[config.mk]
export PLATFORM = sky130hd
export DESIGN_NAME = line_cell_rasterizer
export DESIGN_NICKNAME = d
export VERILOG_FILES = /design/src/lcr_pkg.sv /design/src/lcr_ctrl.sv /design/src/lcr_datapath.sv /design/src/line_cell_rasterizer.sv
export SDC_FILE = /design/constraint.sdc
export NUM_CORES = 1
export LEC_CHECK = 0
export BUFFER_PORTS_ARGS = -buffer_cell sky130_fd_sc_hd__buf_2
export CORE_MARGIN = 5
export CORE_UTILIZATION = 40
export CTS_BUF_LIST = sky130_fd_sc_hd__clkbuf_16
export DETAILED_ROUTE_END_ITERATION = 6
export PLACE_DENSITY = 0.62
export SYNTH_ARGS = -nofsm -noshare
export SYNTH_HDL_FRONTEND = slang
export SYNTH_SLANG_ARGS = --single-unit
[constraint.sdc]
create_clock -name clk -period 6.6 [get_ports clk]
set_clock_uncertainty 0.05 [all_clocks]
set_input_delay 0.66 -clock clk [delete_from_list [all_inputs] [get_ports clk]]
set_output_delay 0.66 -clock clk [all_outputs]
set_load 0.1 [all_outputs]
[src/lcr_pkg.sv]
package lcr_pkg;

    // Field widths fixed by the stream formats.
    localparam int COORD_W = 6;
    localparam int INDEX_W = 12;
    localparam int ROW_W   = 7;
    localparam int ERR_W   = 8;
    localparam int IN_W    = 4 * COORD_W;
    localparam int OUT_W   = 2 * COORD_W + INDEX_W;

    // Row width after reset.
    localparam logic [ROW_W-1:0] ROW_WIDTH_RESET = 7'd64;

    // Controller phases.
    typedef enum logic [1:0] {
        ST_IDLE,
        ST_EMIT_END,
        ST_WALK
    } lcr_state_t;

    // Commands from the controller to the datapath.
    typedef struct packed {
        logic load;
        logic emit_end;
        logic emit_walk;
    } lcr_cmd_t;

    // Status from the datapath to the controller.
    typedef struct packed {
        logic same_point;
        logic walk_last;
    } lcr_status_t;

endpackage

[src/lcr_ctrl.sv]
module lcr_ctrl
    import lcr_pkg::*;
(
    input  logic        clk,
    input  logic        rst_n,
    input  logic        in_valid,
    output logic        in_ready,
    output logic        out_valid,
    input  logic        out_ready,
    input  lcr_status_t status,
    output lcr_cmd_t    cmd
);

    lcr_state_t state_reg;
    lcr_state_t state_next;
    logic       valid_reg;
    logic       valid_next;
    logic       slot_free;

    // The output register can take a cell when empty or when its cell is being transferred.
    assign slot_free = !valid_reg || out_ready;

    // State and output valid registers.
    always_ff @(posedge clk or negedge rst_n)
    begin
        if (!rst_n)
        begin
            state_reg <= ST_IDLE;
            valid_reg <= 1'b0;
        end
        else
        begin
            state_reg <= state_next;
            valid_reg <= valid_next;
        end
    end

    // Next state and datapath commands.
    always_comb
    begin
        state_next    = state_reg;
        cmd.load      = 1'b0;
        cmd.emit_end  = 1'b0;
        cmd.emit_walk = 1'b0;
        in_ready      = 1'b0;
        case (state_reg)
            ST_IDLE:
            begin
                in_ready = 1'b1;
                if (in_valid)
                begin
                    cmd.load   = 1'b1;
                    state_next = ST_EMIT_END;
                end
            end
            ST_EMIT_END:
            begin
                if (slot_free)
                begin
                    cmd.emit_end = 1'b1;
                    state_next   = status.same_point ? ST_IDLE : ST_WALK;
                end
            end
            ST_WALK:
            begin
                if (slot_free)
                begin
                    cmd.emit_walk = 1'b1;
                    if (status.walk_last)
                    begin
                        state_next = ST_IDLE;
                    end
                end
            end
            default:
            begin
                state_next = ST_IDLE;
            end
        endcase

        if (cmd.emit_end || cmd.emit_walk)
        begin
            valid_next = 1'b1;
        end
        else if (out_ready)
        begin
            valid_next = 1'b0;
        end
        else
        begin
            valid_next = valid_reg;
        end
    end

    assign out_valid = valid_reg;

endmodule

[src/lcr_datapath.sv]
module lcr_datapath
    import lcr_pkg::*;
(
    input  logic             clk,
    input  logic             rst_n,
    input  logic             cfg_write,
    input  logic [ROW_W-1:0] cfg_data,
    input  logic [IN_W-1:0]  in_data,
    input  lcr_cmd_t         cmd,
    output lcr_status_t      status,
    output logic [OUT_W-1:0] out_data,
    output logic             out_last
);

    logic [ROW_W-1:0]          row_width_reg;
    logic [COORD_W-1:0]        walk_x_reg;
    logic [COORD_W-1:0]        walk_y_reg;
    logic [COORD_W-1:0]        goal_x_reg;
    logic [COORD_W-1:0]        goal_y_reg;
    logic [COORD_W-1:0]        span_x_reg;
    logic [COORD_W-1:0]        span_y_reg;
    logic                      dir_x_neg_reg;
    logic                      dir_y_neg_reg;
    logic signed [ERR_W-1:0]   err_reg;
    logic [COORD_W-1:0]        cell_x_reg;
    logic [COORD_W-1:0]        cell_y_reg;
    logic [INDEX_W-1:0]        cell_index_reg;
    logic                      last_reg;

    logic [COORD_W-1:0]        in_sx;
    logic [COORD_W-1:0]        in_sy;
    logic [COORD_W-1:0]        in_ex;
    logic [COORD_W-1:0]        in_ey;
    logic [COORD_W-1:0]        load_dx;
    logic [COORD_W-1:0]        load_dy;
    logic signed [ERR_W-1:0]   load_err;

    logic signed [ERR_W:0]     e2;
    logic signed [ERR_W:0]     dx_s;
    logic signed [ERR_W:0]     neg_dy;
    logic                      step_x;
    logic                      step_y;
    logic signed [ERR_W:0]     err_sum;
    logic [COORD_W-1:0]        next_x;
    logic [COORD_W-1:0]        next_y;

    logic [COORD_W-1:0]        sel_x;
    logic [COORD_W-1:0]        sel_y;
    logic [COORD_W+ROW_W-1:0]  sel_prod;
    logic [INDEX_W-1:0]        sel_index;

    // Unpack the input transfer.
    assign in_sx = in_data[COORD_W-1:0];
    assign in_sy = in_data[2*COORD_W-1:COORD_W];
    assign in_ex = in_data[3*COORD_W-1:2*COORD_W];
    assign in_ey = in_data[4*COORD_W-1:3*COORD_W];

    // Spans are the true magnitudes of the differences.
    assign load_dx  = (in_ex >= in_sx) ? (in_ex - in_sx) : (in_sx - in_ex);
    assign load_dy  = (in_ey >= in_sy) ? (in_ey - in_sy) : (in_sy - in_ey);
    assign load_err = $signed({2'b00, load_dx}) - $signed({2'b00, load_dy});

    // One Bresenham step from the current walk cell.
    assign e2      = $signed({err_reg, 1'b0});
    assign dx_s    = $signed({3'b000, span_x_reg});
    assign neg_dy  = (ERR_W+1)'(0) - $signed({3'b000, span_y_reg});
    assign step_x  = e2 > neg_dy;
    assign step_y  = e2 < dx_s;
    assign err_sum = $signed({err_reg[ERR_W-1], err_reg})
                     + (step_x ? neg_dy : (ERR_W+1)'(0))
                     + (step_y ? dx_s : (ERR_W+1)'(0));
    assign next_x  = !step_x ? walk_x_reg
                   : (dir_x_neg_reg ? walk_x_reg - 1'b1 : walk_x_reg + 1'b1);
    assign next_y  = !step_y ? walk_y_reg
                   : (dir_y_neg_reg ? walk_y_reg - 1'b1 : walk_y_reg + 1'b1);

    assign status.same_point = (span_x_reg == '0) && (span_y_reg == '0);
    assign status.walk_last  = (next_x == goal_x_reg) && (next_y == goal_y_reg);

    // Linear index of the cell about to be loaded into the output register.
    assign sel_x     = cmd.emit_end ? goal_x_reg : walk_x_reg;
    assign sel_y     = cmd.emit_end ? goal_y_reg : walk_y_reg;
    assign sel_prod  = sel_y * row_width_reg;
    assign sel_index = sel_prod[INDEX_W-1:0] + {{(INDEX_W-COORD_W){1'b0}}, sel_x};

    // Configuration register.
    always_ff @(posedge clk or negedge rst_n)
    begin
        if (!rst_n)
        begin
            row_width_reg <= ROW_WIDTH_RESET;
        end
        else if (cfg_write)
        begin
            row_width_reg <= cfg_data;
        end
    end

    // Line set-up and walk registers.
    always_ff @(posedge clk or negedge rst_n)
    begin
        if (!rst_n)
        begin
            walk_x_reg    <= '0;
            walk_y_reg    <= '0;
            goal_x_reg    <= '0;
            goal_y_reg    <= '0;
            span_x_reg    <= '0;
            span_y_reg    <= '0;
            dir_x_neg_reg <= 1'b0;
            dir_y_neg_reg <= 1'b0;
            err_reg       <= '0;
        end
        else if (cmd.load)
        begin
            walk_x_reg    <= in_sx;
            walk_y_reg    <= in_sy;
            goal_x_reg    <= in_ex;
            goal_y_reg    <= in_ey;
            span_x_reg    <= load_dx;
            span_y_reg    <= load_dy;
            dir_x_neg_reg <= !(in_sx < in_ex);
            dir_y_neg_reg <= !(in_sy < in_ey);
            err_reg       <= load_err;
        end
        else if (cmd.emit_walk)
        begin
            walk_x_reg <= next_x;
            walk_y_reg <= next_y;
            err_reg    <= err_sum[ERR_W-1:0];
        end
    end

    // Output register.
    always_ff @(posedge clk or negedge rst_n)
    begin
        if (!rst_n)
        begin
            cell_x_reg     <= '0;
            cell_y_reg     <= '0;
            cell_index_reg <= '0;
            last_reg       <= 1'b0;
        end
        else if (cmd.emit_end || cmd.emit_walk)
        begin
            cell_x_reg     <= sel_x;
            cell_y_reg     <= sel_y;
            cell_index_reg <= sel_index;
            last_reg       <= cmd.emit_end ? status.same_point : status.walk_last;
        end
    end

    assign out_data = {cell_index_reg, cell_y_reg, cell_x_reg};
    assign out_last = last_reg;

endmodule

[src/line_cell_rasterizer.sv]
// Channel   Direction  Handshake              Payload
// s_        in         s_tvalid / s_tready    one line: start and end points
// m_        out        m_tvalid / m_tready    one cell per transfer, tlast on the final cell
// cfg_      in         cfg_valid / cfg_ready  row_width
//
// A line of N cells (N = max(|dx|, |dy|) + 1, at most 64) is taken in one
// input transfer; then the single Bresenham step unit gives one cell per cycle
// while the output does not stall.
// Reset is asynchronous and active low; row_width returns to 64.
// Output stalls hold the walk; the block takes a new line once the final cell
// has been loaded into the output register.
module line_cell_rasterizer
    import lcr_pkg::*;
(
    input  logic             clk,
    input  logic             rst_n,
    input  logic             s_tvalid,
    output logic             s_tready,
    input  logic [IN_W-1:0]  s_tdata,   // start_x, start_y, end_x, end_y
    output logic             m_tvalid,
    input  logic             m_tready,
    output logic [OUT_W-1:0] m_tdata,   // cell_x, cell_y, cell_index
    output logic             m_tlast,   // last_cell
    input  logic             cfg_valid,
    output logic             cfg_ready,
    input  logic [ROW_W-1:0] cfg_data   // row_width
);

    lcr_cmd_t    cmd;
    lcr_status_t status;

    assign cfg_ready = 1'b1;

    // Sequencer.
    lcr_ctrl u_ctrl (
        .clk       (clk),
        .rst_n     (rst_n),
        .in_valid  (s_tvalid),
        .in_ready  (s_tready),
        .out_valid (m_tvalid),
        .out_ready (m_tready),
        .status    (status),
        .cmd       (cmd)
    );

    // Walk state, index and output register.
    lcr_datapath u_datapath (
        .clk       (clk),
        .rst_n     (rst_n),
        .cfg_write (cfg_valid && cfg_ready),
        .cfg_data  (cfg_data),
        .in_data   (s_tdata),
        .cmd       (cmd),
        .status    (status),
        .out_data  (m_tdata),
        .out_last  (m_tlast)
    );

`ifndef SYNTH
    // Only one datapath command is issued in any cycle.
    assert property (@(posedge clk) disable iff (!rst_n)
        $onehot0({cmd.load, cmd.emit_end, cmd.emit_walk}))
        else $error("more than one datapath command at once");

    // A new line is not taken in the cycle after one has been taken.
    assert property (@(posedge clk) disable iff (!rst_n)
        (s_tvalid && s_tready) |=> !s_tready)
        else $error("input taken while a line is being set up");

    // Loading the final walk cell frees the block for the next line.
    assert property (@(posedge clk) disable iff (!rst_n)
        (cmd.emit_walk && status.walk_last) |=> s_tready)
        else $error("block not ready after the final cell of a line");

    // A loaded cell is always presented on the output.
    assert property (@(posedge clk) disable iff (!rst_n)
        (cmd.emit_end || cmd.emit_walk) |=> m_tvalid)
        else $error("loaded cell not presented");
`endif

endmodule
* After elaboration in Yosys (flattened, before gate mapping)
Cells that the tools add are included.
** Operators by class
- Multipliers :: 1
- $lt $le $gt $ge :: 6
- Equality and inequality tests :: 8
- Add/subtract/negate cells :: 13
- Multiplexer cells :: 31
- Reductions and logical operators :: 13
** Operator list (count)
- $mux 6 :: 13
- $mux 8 :: 3
- $sub 6x6->6 :: 4
- $add 8x8->8 :: 2
- $add 12x6->12 :: 1
- $add 6x1->6 const B :: 2
- $eq 6x6->1 :: 2
- $ge 6x6->1 :: 2
- $logic_not 6->1 :: 2
- $lt 6x6->1 :: 2
- $mul 6x7->12 :: 1
- $sub 6x1->6 const B :: 2
- $mux 2 :: 5
- $gt 9x7->1 :: 1
- $lt 9x7->1 :: 1
- $mux 1 :: 9
- $sub 1x6->7 const A :: 1
- $sub 6x6->7 :: 1
- $ne 2x1->1 const B :: 3
- $pmux 2 s3 :: 1
- $reduce_and 4->1 :: 1
- $reduce_bool 2->1 :: 2
- $logic_not 1->1 :: 3
- $eq 2x1->1 const B :: 1
- 5 further kinds :: 7
** Word-level totals
- Output and inout bits :: 28
- Word-level logic and storage cells :: 88
- Flip-flop bits (word level) :: 81

* Longest topological paths before layout
- Word-level depth :: 8
- Mapped depth :: 23

* Hierarchy
A second synthesis with hierarchy kept.
** Unflattened totals
- Cells, all modules :: 832
- Area, all modules :: 7548.5 µm²
** By module, submodules not included
- lcr_datapath :: instances 1, cells each 814, area each 7383.3 µm², sequential area each 1953.1 µm²
- lcr_ctrl :: instances 1, cells each 16, area each 153.9 µm², sequential area each 75.1 µm²
- line_cell_rasterizer :: instances 1, cells each 2, area each 11.3 µm², sequential area each 0.0 µm²

* Worst setup path before layout
No wires, ideal clock.
- Path kind :: register to register
- From :: register u_ctrl.valid_reg (netlist: u_ctrl.out_valid)
- To :: register u_datapath.cell_index_reg[11]
- Buffers on the path :: 1
- Stages on the path, launching flop included :: 21
- Arrival :: 5.302 ns
- Clock period less this slack :: 5.488 ns
- Path slack :: 1.112 ns
- Cells stage by stage :: dfrtp_1 -> nor2b_1 -> nor2_1 -> buf_2 -> mux2_2 -> nand2_1 -> fa_1 -> fa_1 -> inv_1 -> fa_1 -> inv_1 -> fa_1 -> inv_1 -> ha_1 -> inv_1 -> o21bai_1 -> a21oi_1 -> o21ai_0 -> a31oi_1 -> xnor2_1 -> o21ai_0
** Between the ends
- Word-level cells in the longest chain between the ends :: 7
- Elaborated cells between the ends (all ways) :: 10
- Classes of those cells :: add/sub (1); mul (1); mux (5); reduce/logical (3)
** Ends and longest elaborated chain
- from (decl) :: RTL line lcr_ctrl.sv:16 : logic valid_reg;
- from (signal assigned) :: RTL line lcr_ctrl.sv:34 : valid_reg <= valid_next;
- $logic_not 1->1 * :: RTL line lcr_ctrl.sv:21 : assign slot_free = !valid_reg || out_ready;
- $logic_or 1x1->1 * :: RTL line lcr_ctrl.sv:21
- $mux 1 * :: RTL line lcr_ctrl.sv:58, lcr_ctrl.sv:66
- $mux 1 :: RTL line lcr_ctrl.sv:46 : case (state_reg)
- $mux 6 :: RTL line lcr_datapath.sv:82 : assign sel_y = cmd.emit_end ? goal_y_reg : walk_y_reg;
- $mul 6x7->12 :: RTL line lcr_datapath.sv:83 : assign sel_prod = sel_y * row_width_reg;
- $add 12x6->12 :: RTL line lcr_datapath.sv:84 : assign sel_index = sel_prod[INDEX_W-1:0] + {{(INDEX_W-COORD_W){1'b0}}, sel_x};
- to (signal assigned) :: RTL line lcr_datapath.sv:148 : cell_index_reg <= sel_index;
- to (decl) :: RTL line lcr_datapath.sv:27 : logic [INDEX_W-1:0] cell_index_reg;
Mark *: on every way between the ends. The rest lies on a longest branch, timed or not.
A chain may end at the register's enable or synchronous reset.

* Worst setup path in the final report
- From :: register u_ctrl.state_reg[1]
- To :: register u_datapath.cell_index_reg[11]
** Between the ends
- Word-level cells in the longest chain between the ends :: 5
- Elaborated cells between the ends (all ways) :: 9
- Classes of those cells :: add/sub (1); mul (1); eq/ne (2); mux (4); reduce/logical (1)
** Ends and longest elaborated chain
- from (decl) :: RTL line lcr_ctrl.sv:14 : lcr_state_t state_reg;
- from (signal assigned) :: RTL line lcr_ctrl.sv:33 : state_reg <= state_next;
- $eq 2x1->1 :: RTL line lcr_ctrl.sv:46
- $mux 1 :: RTL line lcr_ctrl.sv:46
- $mux 6 :: RTL line lcr_datapath.sv:82
- $mul 6x7->12 :: RTL line lcr_datapath.sv:83
- $add 12x6->12 :: RTL line lcr_datapath.sv:84
Several ways; a longest one is shown, not always the timed one.

==> results.json <==
{
  "run_status": "finished, final reports clean",
  "crit_path_max_fanout": 8,
  "first_iter_violations": 369,
  "die_area_um2": 21500,
  "largest_register_ff_count": 12,
  "clock_tree.htree_level_count": 3,
  "worst-slew-pin-transition_ns": 0.968,
  "synth_largest_type_area_fraction_pct": 26.9,
  "vias_per_cell": 5.21,
  "final_routed_drc_violation_total": 0,
  "clock_sinks": 81,
  "detail_route.first_pass.iterations": 5,
  "wl_per_cell_um": 16.0,
  "post-dp-hpwl_um": 14700,
  "gp_congestion": 0.887,
  "synthesis.yosys.warnings": 0,
  "cts.root.buffer_cell": "sky130_fd_sc_hd__clkbuf_16",
  "number_of_antenna_violations_at_the_first_check_in_global_routing": 0,
  "synth_seq_area_share_pct": 27.2,
  "clkTransAtPathRegs_ns": 0.07,
  "crit_type": "reg2reg",
  "nNetsFinal": 1064,
  "syn-mean-instance-area_um2": 8.87,
  "crit_path_required_time_ns": 6.78,
  "cts_repair_resize_count": 0,
  "timing.critical_path.to_type": "flip-flop",
  "fin_util_pct": 45.0,
  "tcrit_tclk_final_pct": 81.4,
  "start_kind": "flip-flop",
  "num_vias": 5949,
  "final-hold-violation-count": 0,
  "synthDominantAreaCellType": "sky130_fd_sc_hd__dfrtp_1",
  "postSynth.asyncResetShare_pct": 100,
  "remaining_antenna_violation_count": 0,
  "top_level_ports": 64,
  "path_cells": "nand2b_1 > nor2_1 > mux2_2 > nand2_1 > fa_1 > fa_1 > inv_1 > fa_1 > inv_1 > fa_1 > inv_1 > ha_1 > inv_1 > o21bai_1 > a21oi_1 > o21ai_0 > a31oi_1 > xnor2_1 > o21ai_0",
  "timing.max_slew.rel_slack_pct": 35.2,
  "crit_buf_inv": 4,
  "drt_wl_total_um": 18200,
  "global_route.usage.total_pct": 17.8,
  "setup-tns-final_ns": 0,
  "drv_slew": 0,
  "grt_overflow_total": 0,
  "crit_path_top_delay_cell": "sky130_fd_sc_hd__fa_1",
  "post_synth_inst_count": 840,
  "grt_max_degree": 59,
  "post_synth_main_area_contributors": "sky130_fd_sc_hd__dfrtp_1, sky130_fd_sc_hd__ha_1, sky130_fd_sc_hd__fa_1",
  "worstPathArrival_ns": 5.56,
  "cts_tree": "done",
  "antenna-diode-count": 0,
  "die_h_um": 146,
  "first_global_vias": 5945,
  "clockBufferDepth": 2,
  "worst_min_delay_path_class": "in2async",
  "synth_common_cells": "sky130_fd_sc_hd__inv_1, sky130_fd_sc_hd__nand2_1, sky130_fd_sc_hd__ha_1",
  "area_delta_synth_final_pct": 11.9,
  "synth-edff-count": 0,
  "ys.flop_type": "sky130_fd_sc_hd__dfrtp_1",
  "drive_gt1_share_pct": 13.1,
  "slowest_delay_ns": 0.55,
  "place.port_buffers": 62,
  "tritoncts.num_buffers": 9,
  "synth_net_count": 1002,
  "setup_viol": 0,
  "synth.ff_latch_count": 81,
  "cpLargestDelayFamily": "adder cells",
  "insertion_delay_of_the_later_clocked_pin_in_the_worst_skew_pair_ns": 0.36,
  "max-cap-violations": 0,
  "clock.fmax_mhz": 186,
  "grt_setup_unrepaired": "no",
  "design.core.area_um2": 18500,
  "synth.most_common_cell": "sky130_fd_sc_hd__inv_1",
  "cts.repair_timing.setup_buffer_count": 0,
  "final.min_clock_period_ns": 5.37,
  "mappedNetlistArea_um2": 7450,
  "first_pass_grt_wire_length_um": 30700,
  "floorplan.initialDensity_pct": 40.2,
  "fp-row-count": 50,
  "die_width_um": 146,
  "synth_cell_types": 64,
  "cts.hold.buffers_added": 0
}
cell families (layout without fill, tap and decap cells):
| group | Yosys count | after routing | synth area share, % |
|---|---|---|---|
| simple gates | 246 | 246 | 15.0 |
| mux | 34 | 34 | 5.06 |
| fa+ha+maj | 126 | 126 | 24.9 |
| xor+xnor | 54 | 54 | 6.35 |
| compound gates | 179 | 179 | 15.3 |
| flops | 81 | 81 | 27.2 |
| buf+inv | 119 | 186 | 6.08 |
| other cells | 1 | 1 | 0.0503 |
worst register-to-register path: cells and delay by family, from the launching register on:
| kind | cells | cell delay (ns) |
|---|---|---|
| adder cells (fa/ha/maj) | 5 | 2.30 |
| buffers and inverters | 4 | 0.23 |
| XOR/XNOR | 1 | 0.13 |
| multiplexers | 1 | 0.48 |
| flip-flops | 1 | 0.40 |
| AND/OR/NAND/NOR | 3 | 0.85 |
| AO/OA/AOI/OAI | 5 | 0.79 |
metrics by stage:
step,std cells,instance area (µm²),hold WS [ns],setup WS [ns]
2_1_floorplan,840,7450,0.314,1.11
3_3_place_gp,1125,8040,0.401,1.05
3_5_place_dp,1125,8040,0.409,0.989
4_1_cts,1141,8330,0.167,1.22
5_1_grt,1141,8330,0.181,0.849
6_report,1141,8330,0.160,1.23
per-layer routing:
metal	wire length [µm]	track usage, %	share of wire, %
met1	8990	25.3	49
met2	8220	27.9	45
met3	592	2.27	3.3
met4	403	6.07	2.2
met5	0	0	0
final timing paths:
check                      cells after the start  slack [ns]                       endpoint                          from
setup / recovery                              19        1.23  u_datapath.cell_index_reg[11]           u_ctrl.state_reg[1]
hold / removal                                 1        0.16          u_datapath.err_reg[4]                         rst_n
setup reg to reg                              19        1.23  u_datapath.cell_index_reg[11]           u_ctrl.state_reg[1]
hold reg to reg                                2        0.42   u_datapath.cell_index_reg[2]  u_datapath.cell_index_reg[2]
max in group asynchronous                      2        5.28  u_datapath.cell_index_reg[11]                         rst_n
min in group clk                               2        0.42   u_datapath.cell_index_reg[2]  u_datapath.cell_index_reg[2]
cell usage in the layout, fill, tap and decap left out, types with 7 or more instances in the layout:
cell / Yosys / routed
sky130_fd_sc_hd__a211oi_1: 10 / 10
sky130_fd_sc_hd__a21o_1: 11 / 11
sky130_fd_sc_hd__a21oi_1: 49 / 48
sky130_fd_sc_hd__and2_1: 23 / 23
sky130_fd_sc_hd__buf_2: 2 / 61
sky130_fd_sc_hd__buf_4: 1 / 8
sky130_fd_sc_hd__clkbuf_16: 0 / 9
sky130_fd_sc_hd__dfrtp_1: 80 / 80
sky130_fd_sc_hd__fa_1: 37 / 37
sky130_fd_sc_hd__ha_1: 89 / 89
sky130_fd_sc_hd__inv_1: 101 / 102
sky130_fd_sc_hd__mux2_2: 21 / 21
sky130_fd_sc_hd__mux2i_1: 11 / 11
sky130_fd_sc_hd__nand2_1: 97 / 97
sky130_fd_sc_hd__nand2b_1: 12 / 12
sky130_fd_sc_hd__nor2_1: 68 / 68
sky130_fd_sc_hd__nor2b_1: 8 / 8
sky130_fd_sc_hd__nor3_1: 15 / 15
sky130_fd_sc_hd__o21ai_0: 46 / 46
sky130_fd_sc_hd__o21bai_1: 10 / 10
sky130_fd_sc_hd__o221ai_1: 7 / 7
sky130_fd_sc_hd__xnor2_1: 37 / 37
sky130_fd_sc_hd__xor2_1: 17 / 17
area by class of cell:
type | count | area [µm²]
Tap cell | 234 | 293
Clock buffer | 9 | 225
Fill cell | 1835 | 10200
Sequential cell | 81 | 2030
Clock inverter | 7 | 70.1
Multi-Input combinational cell | 640 | 4970
Inverter | 101 | 379
Timing Repair Buffer | 69 | 365
Power is not shown: default switching activity piles up to over one toggle a cycle in this logic, so the estimate is an artifact.
